[src/hdl/fdre_pkg.sv]
// Shared types, constants and helper functions for the fractional divider register encoder.
`default_nettype none

package fdre_pkg;

  localparam int unsigned IntW         = 12;
  localparam int unsigned FracW        = 20;
  localparam int unsigned FracShift    = 7;
  localparam int unsigned DqW          = FracW + FracShift;
  localparam int unsigned BitsPerStage = 3;
  localparam int unsigned DivStages    = DqW / BitsPerStage;
  localparam int unsigned P1W          = 18;
  localparam int unsigned BurstLen     = 9;
  localparam int unsigned IdxW         = 4;

  localparam logic [IdxW-1:0] IdxLast = IdxW'(BurstLen - 1);

  localparam logic OpFeedback = 1'b0;
  localparam logic OpOutput   = 1'b1;

  localparam logic [7:0] AddrPllA = 8'h1A;
  localparam logic [7:0] AddrPllB = 8'h22;
  localparam logic [7:0] AddrMs0  = 8'h2A;
  localparam logic [7:0] AddrMs1  = 8'h32;
  localparam logic [7:0] AddrMs2  = 8'h3A;

  localparam logic [7:0]     DivBy4Bits = 8'h0C;
  localparam logic [P1W-1:0] P1Offset   = P1W'(512);
  localparam logic [IntW-1:0] QuarterInt = IntW'(4);

  // Burst byte positions
  localparam logic [IdxW-1:0] ByteAddr = 4'd0;
  localparam logic [IdxW-1:0] ByteP3Hi = 4'd1;
  localparam logic [IdxW-1:0] ByteP3Lo = 4'd2;
  localparam logic [IdxW-1:0] ByteP1Tp = 4'd3;
  localparam logic [IdxW-1:0] ByteP1Hi = 4'd4;
  localparam logic [IdxW-1:0] ByteP1Lo = 4'd5;
  localparam logic [IdxW-1:0] ByteMix  = 4'd6;
  localparam logic [IdxW-1:0] ByteP2Hi = 4'd7;
  localparam logic [IdxW-1:0] ByteP2Lo = 4'd8;

  // One request in flight through the divider.
  // dq holds the dividend bits still to consume at the top and quotient bits at the bottom.
  typedef struct packed {
    logic             opcode;
    logic [1:0]       unit;
    logic [IntW-1:0]  div_int;
    logic [FracW-1:0] div_den;
    logic [FracW-1:0] rem;
    logic [DqW-1:0]   dq;
  } fdre_stage_t;

  function automatic fdre_stage_t fdre_div_step(input fdre_stage_t s);
    fdre_stage_t    r;
    logic [FracW:0] trial;
    r = s;
    for (int i = 0; i < BitsPerStage; i++) begin
      trial = {r.rem, r.dq[DqW-1]};
      if (trial >= {1'b0, r.div_den}) begin
        r.rem = FracW'(trial - {1'b0, r.div_den});
        r.dq  = {r.dq[DqW-2:0], 1'b1};
      end else begin
        r.rem = trial[FracW-1:0];
        r.dq  = {r.dq[DqW-2:0], 1'b0};
      end
    end
    return r;
  endfunction

  function automatic logic [7:0] fdre_start_addr(input logic opcode, input logic [1:0] unit);
    logic [7:0] a;
    if (opcode == OpFeedback) begin
      a = (unit == 2'd0) ? AddrPllA : AddrPllB;
    end else begin
      unique case (unit)
        2'd0:    a = AddrMs0;
        2'd1:    a = AddrMs1;
        default: a = AddrMs2;
      endcase
    end
    return a;
  endfunction

endpackage

`default_nettype wire

[src/hdl/fractional_divider_register_encoder.sv]
// Top level: pipelined divider feeding a nine-byte register burst serialiser.
// Each request steps through the divider stage registers; the first byte of its burst shows
// once the last of nine divider stages (three quotient bits each) feeds the burst register.
// One burst byte per cycle on the output while out_stall_i is low; while a burst is out,
// up to nine further requests are taken and held in the divider stages.
// Reset: stage valid bits, burst valid and the byte counter clear asynchronously.
`default_nettype none

module fractional_divider_register_encoder (
  input  wire logic                         clk_i,
  input  wire logic                         rst_ni,
  input  wire logic                         in_valid_i,
  output logic                              in_stall_o,
  input  wire logic                         opcode_i,
  input  wire logic [1:0]                   unit_i,
  input  wire logic [fdre_pkg::IntW-1:0]    div_int_i,
  input  wire logic [fdre_pkg::FracW-1:0]   div_num_i,
  input  wire logic [fdre_pkg::FracW-1:0]   div_den_i,
  output logic                              out_valid_o,
  input  wire logic                         out_stall_i,
  output logic [7:0]                        out_byte_o,
  output logic [fdre_pkg::IdxW-1:0]         byte_index_o,
  output logic                              last_o,
  output logic                              error_o
);
  import fdre_pkg::*;

  logic        stg_valid [DivStages+1];
  fdre_stage_t stg_data  [DivStages+1];
  logic        stg_stall [DivStages+1];

  assign stg_valid[0]         = in_valid_i;
  assign stg_data[0].opcode   = opcode_i;
  assign stg_data[0].unit     = unit_i;
  assign stg_data[0].div_int  = div_int_i;
  assign stg_data[0].div_den  = div_den_i;
  assign stg_data[0].rem      = '0;
  assign stg_data[0].dq       = {div_num_i, FracShift'(0)};
  assign in_stall_o           = stg_stall[0];

  for (genvar g = 0; g < DivStages; g++) begin : g_div
    fdre_div_stage u_stage (
      .clk_i      (clk_i),
      .rst_ni     (rst_ni),
      .up_valid_i (stg_valid[g]),
      .up_data_i  (stg_data[g]),
      .up_stall_o (stg_stall[g]),
      .dn_valid_o (stg_valid[g+1]),
      .dn_data_o  (stg_data[g+1]),
      .dn_stall_i (stg_stall[g+1])
    );
  end

  // Burst register
  logic             burst_valid_q;
  logic [IdxW-1:0]  idx_q;
  logic [P1W-1:0]   p1_q, p1_d;
  logic [FracW-1:0] p2_q, p2_d;
  logic [FracW-1:0] p3_q;
  logic [7:0]       addr_q;
  logic             quarter_q;
  logic             err_q, err_d;
  logic [DqW-1:0]   quo;
  logic             out_take, burst_done, load;
  fdre_stage_t      tail;

  assign tail       = stg_data[DivStages];
  assign out_take   = burst_valid_q && !out_stall_i;
  assign burst_done = out_take && (idx_q == IdxLast);
  assign stg_stall[DivStages] = burst_valid_q && !burst_done;
  assign load       = stg_valid[DivStages] && !stg_stall[DivStages];

  assign err_d = (tail.div_den == '0);
  assign quo   = err_d ? '0 : tail.dq;
  assign p2_d  = err_d ? '0 : tail.rem;
  // 128a + q - 512, kept to 18 bits
  assign p1_d  = P1W'({tail.div_int, FracShift'(0)}) + quo[P1W-1:0] - P1Offset;

  always_ff @(posedge clk_i or negedge rst_ni) begin
    if (!rst_ni) begin
      burst_valid_q <= 1'b0;
      idx_q         <= '0;
    end else begin
      if (load) begin
        burst_valid_q <= 1'b1;
        idx_q         <= '0;
      end else if (burst_done) begin
        burst_valid_q <= 1'b0;
        idx_q         <= '0;
      end else if (out_take) begin
        idx_q <= idx_q + IdxW'(1);
      end
    end
  end

  always_ff @(posedge clk_i) begin
    if (load) begin
      p1_q      <= p1_d;
      p2_q      <= p2_d;
      p3_q      <= tail.div_den;
      addr_q    <= fdre_start_addr(tail.opcode, tail.unit);
      quarter_q <= (tail.opcode == OpOutput) && (tail.div_int == QuarterInt);
      err_q     <= err_d;
    end
  end

  always_comb begin
    unique case (idx_q)
      ByteAddr: out_byte_o = addr_q;
      ByteP3Hi: out_byte_o = p3_q[15:8];
      ByteP3Lo: out_byte_o = p3_q[7:0];
      ByteP1Tp: out_byte_o = (quarter_q ? DivBy4Bits : 8'h00) | {6'd0, p1_q[17:16]};
      ByteP1Hi: out_byte_o = p1_q[15:8];
      ByteP1Lo: out_byte_o = p1_q[7:0];
      ByteMix:  out_byte_o = {p3_q[19:16], p2_q[19:16]};
      ByteP2Hi: out_byte_o = p2_q[15:8];
      ByteP2Lo: out_byte_o = p2_q[7:0];
      default:  out_byte_o = 8'h00;
    endcase
  end

  assign out_valid_o  = burst_valid_q;
  assign byte_index_o = idx_q;
  assign last_o       = (idx_q == IdxLast);
  assign error_o      = err_q;

endmodule

`default_nettype wire

[src/hdl/fdre_div_stage.sv]
// One register stage of the pipelined restoring divider.
`default_nettype none

module fdre_div_stage (
  input  wire logic                 clk_i,
  input  wire logic                 rst_ni,
  input  wire logic                 up_valid_i,
  input  wire fdre_pkg::fdre_stage_t up_data_i,
  output logic                      up_stall_o,
  output logic                      dn_valid_o,
  output fdre_pkg::fdre_stage_t     dn_data_o,
  input  wire logic                 dn_stall_i
);
  import fdre_pkg::*;

  logic        valid_q;
  fdre_stage_t data_q, data_d;

  assign up_stall_o = valid_q && dn_stall_i;
  assign data_d     = fdre_div_step(up_data_i);

  always_ff @(posedge clk_i or negedge rst_ni) begin
    if (!rst_ni) begin
      valid_q <= 1'b0;
    end else if (!up_stall_o) begin
      valid_q <= up_valid_i;
    end
  end

  always_ff @(posedge clk_i) begin
    if (!up_stall_o && up_valid_i) begin
      data_q <= data_d;
    end
  end

  assign dn_valid_o = valid_q;
  assign dn_data_o  = data_q;

endmodule

`default_nettype wire

[config.mk]
export PLATFORM = sky130hd
export DESIGN_NAME = fractional_divider_register_encoder
export DESIGN_NICKNAME = d
export VERILOG_FILES = /design/src/hdl/fdre_pkg.sv /design/src/hdl/fractional_divider_register_encoder.sv /design/src/hdl/fdre_div_stage.sv
export SDC_FILE = /design/constraint.sdc
export NUM_CORES = 2
export LEC_CHECK = 0
export BUFFER_PORTS_ARGS = -buffer_cell sky130_fd_sc_hd__buf_2
export CORE_UTILIZATION = 45
export CTS_CLUSTER_SIZE = 8
export DETAILED_ROUTE_END_ITERATION = 8
export GPL_TIMING_DRIVEN = 0
export PLACE_DENSITY = 0.65
export RECOVER_POWER = 50
export SYNTH_ARGS = -nofsm -noshare
export SYNTH_HDL_FRONTEND = slang
export SYNTH_SLANG_ARGS = --single-unit
export TNS_END_PERCENT = 100
[constraint.sdc]
create_clock -name clk_i -period 16.05 [get_ports clk_i]
set_clock_uncertainty 0.05 [all_clocks]
set_input_delay 0.8025 -clock clk_i [delete_from_list [all_inputs] [get_ports clk_i]]
set_output_delay 0.8025 -clock clk_i [all_outputs]
set_load 0.02 [all_outputs]
==> metrics.csv <==
stage,metric,value,unit
outcome,outcome,"finished, violations left",
outcome,failing checks,"capacitance limit, slew limit",
global_route,global route overflow,0,
critical_path,"Req. time, crit path",16.41,ns
sta,RSZ-0062 raised after global routing,no,
power,Tot Pwr,12.3,mW
synth,fraction of registers with async set/reset,0.0202,
global_route,GRT Util Overall,0.236,
critical_path,crit path kind,flip-flop to flip-flop,
floorplan,die area,117000,µm²
place,Final Wtd Congestion,0.934,
power,Switching Fraction,0.427,
route,vias,39800,
route,Wirelength per Cell,20.5,µm
floorplan,Top-Level Pins,75,
power,Comb pwr share,0.634,
clocking,H-tree Lvls,3,
critical_path,Critical Path End Type,flip-flop,
synth,"flops & latches, synth",692,
clocking,post-CTS setup buffer count,0,
clocking,clk slew on worst S/H paths,0.05,ns
final_layout,"commonest non-fill, non-tap cell in the layout",edfxtp_1,
critical_path,Worst path slowest cell,o41ai_1,
synth,main combinational cell family by area after synthesis,compound AO/OA/AOI/OAI gates,
synth,Syn. warnings,0,
synth,share of the synthesized area in the top cell type,0.391,
floorplan,core area,115000,µm²
final_layout,Syn-to-layout area delta,10.1,%
place,dpl hpwl,111000,µm
synth,Cells after Synth,5109,
critical_path,max incr delay on CP,1.00,ns
clocking,root buffer cell,clkbuf_16,
power,Power Density,214,nW/µm²
clocking,CTS tree,yes,
power,clock network fraction of design power,0.152,
synth,Post-Synth XOR/XNOR Area,0.0718,
sta,Tightest Pin Transition,4.15,ns
synth,Post-synth EDFFs,678,
power,Pleak,23.2,nW
clocking,CTS buffer count,98,
floorplan,Initial Util,0.455,
route,DRT iter0 DRCs,2813,
critical_path,crit path DAT,11.87,ns
global_route,largest net degree at the start of global routing,69,
clocking,cts hold-fix bufs,1,
route,# DRC,0,
clocking,Post-CTS Resized,0,
route,DRT Wirelength,140000,µm
global_route,initial antenna violation count,3,
synth,Syn Nets,5732,
sta,min Tclk post-route,11.51,ns
critical_path,CP startpoint kind,flip-flop,
sta,ratio of final minimum period to clock period,0.717,
route,vias per inst,5.81,
route,Pre-antenna DRT Iters,7,
final_layout,Antenna diodes,0,
critical_path,CP max FO,10,
final_layout,"commonest cells after routing, fill and taps aside","edfxtp_1, ha_1, a21oi_1, inv_1, nor2_1",
synth,dominant synthesized flop cell,edfxtp_1,
power,Pint,7.04,mW
synth,Synth cell types,98,
synth,Post-Synth Simple-Gate Area,0.112,
final_layout,final net count,5922,
sta,Max-slew headroom,-1.77,
final_layout,layout cell share with drive strength beyond 1,0.0796,
synth,Synth Area in Adders,0.139,
floorplan,Row Count,124,
synth,synthesized area,52100,µm²
sta,Setup TNS Final,0,ns
synth,"Avg Cell Area, Syn",10.2,µm²
power,Max rail drop VDD,0.000133,V
clocking,clk sink count,692,
clocking,Max Root-Sink Buffers,3,
sta,f_max,0.0869,GHz
synth,Compound-Gate Fraction of Synth Area,0.176,
sta,# setup viols final,0,
route,Post-DRT Antenna Nets,0,
clocking,clk_lat worst skew,0.69,ns
synth,"Seq/Total Area, Yosys",0.398,
floorplan,Die W,342,µm
sta,Final Hold Vio Count,0,
global_route,first-pass GRT wire length,215000,µm
power,Sw Pwr,5.25,mW
global_route,vias in the first global route,38200,
power,part of the power in registers,0.214,
place,PortBufs,74,
worst_hold_path,Hold Crit Class,input port to flip-flop,
job,Max-Cap Viols,5,
synth,mux contribution to synthesized area,0.0678,
floorplan,Die Span Y,342,µm
synth,"area leader, netlist",edfxtp_1,
sta,Slew Limit Fails,211,
synth,largest cells by area after synthesis,"edfxtp_1, ha_1, xnor2_1",
==> flip-flops by register name, indices dropped and copies added (netlist names) <==
signal	count
g_div.u_stage.dn_data_o	615
p2_q	20
p3_q	20
p1_q	18
g_div.u_stage.dn_valid_o	9
byte_index_o	4
addr_q	3
error_o	1
out_valid_o	1
quarter_q	1
==> metrics by stage <==
stage / hold WS (ns) / util / instances / setup slack (ns) / cell area (µm²)
floorplan: 0.350 / - / 5109 / 7.34 / 52100
CTS: 0.198 / 0.502 / 6850 / 4.77 / 57500
global placement: 0.351 / 0.475 / 6695 / 4.98 / 54300
global route: 0.204 / 0.501 / 6850 / 3.99 / 57300
detailed placement: 0.355 / 0.478 / 6710 / 4.85 / 54700
finish: 0.246 / 0.501 / 6850 / 4.54 / 57300
==> kinds of logic after synthesis <==
kind of cell | count (synthesis)
compound gates | 1420
xor+xnor | 427
fa+ha+maj | 564
buf+inv | 485
flops | 692
mux | 313
simple gates | 1208
==> routing by layer <==
metal,part of all wire,vias to the layer above,global-route usage
met3,0.055,188,0.0304
li1,-,19400,-
met1,0.47,19100,0.333
met2,0.46,1079,0.381
met5,0,-,0
met4,0.024,0,0.0597
==> cells in the mapped netlist, types with 18 or more instances <==
cell type and n:
a211o_1 18, a211oi_1 43, a21boi_0 19, a21o_1 179
a21oi_1 438, a31oi_1 30, and2_1 59, and3_1 28
buf_2 18, clkbuf_1 60, edfxtp_1 678, fa_1 23
ha_1 541, inv_1 386, mux2_1 92, mux2_2 157
mux2i_1 47, nand2_1 314, nand2b_1 72, nand3_1 91
nand4_1 67, nor2_1 315, nor2b_1 73, nor3_1 70
nor4_1 37, o211ai_1 27, o21a_1 70, o21ai_0 274
o21ai_1 26, o21bai_1 72, o221ai_1 32, o31ai_1 24
or2_2 19, or3_1 28, xnor2_1 294, xor2_1 133
==> power groups by stage <==
stage          sequential (mW)  clock (mW)  combinational [mW]
2_1_floorplan             2.62           0                5.94
3_3_place_gp              2.68           0                7.56
3_5_place_dp              2.65           0                7.65
4_1_cts                   2.62        1.92                7.71
5_1_grt                   2.64        1.99                8.54
6_report                  2.63        1.87                7.79
==> final timing paths <==
| check | startpoint | endpoint | slack [ns] | cells past startpoint |
|---|---|---|---|---|
| hold reg to reg | g_div[5].u_stage.dn_data_o[8] | g_div[6].u_stage.dn_data_o[11] | 0.36 | 0 |
| setup reg to reg | g_div[1].u_stage.dn_data_o[48] | g_div[2].u_stage.dn_data_o[29] | 4.54 | 40 |
| setup / recovery | g_div[1].u_stage.dn_data_o[48] | g_div[2].u_stage.dn_data_o[29] | 4.54 | 40 |
| hold / removal | unit_i[0] | g_div[0].u_stage.dn_data_o[79] | 0.25 | 1 |
| min in group asynchronous | rst_ni | g_div[1].u_stage.dn_valid_o | 0.68 | 2 |
| max in group asynchronous | rst_ni | g_div[6].u_stage.dn_valid_o | 14.78 | 2 |
==> critical path: cells and delay by family (launching register included) <==
family          cells  cell delay (ns)
mux                 2             0.78
fa+ha+maj           3             0.98
buf+inv             8             2.05
simple gates        6             0.76
compound gates     21             6.09
flops               1             0.50
==> layout make-up <==
type                            count  area (µm²)
Buffer                             89         375
Multi-Input combinational cell   3932       29500
Clock inverter                     13         180
Inverter                          396        1490
Sequential cell                   692       20700
Timing Repair Buffer               90         617
Fill cell                       10400       57200
Clock buffer                      126        2560
Tap cell                         1512        1890
Note: power is estimated with default switching activity, not from simulation.
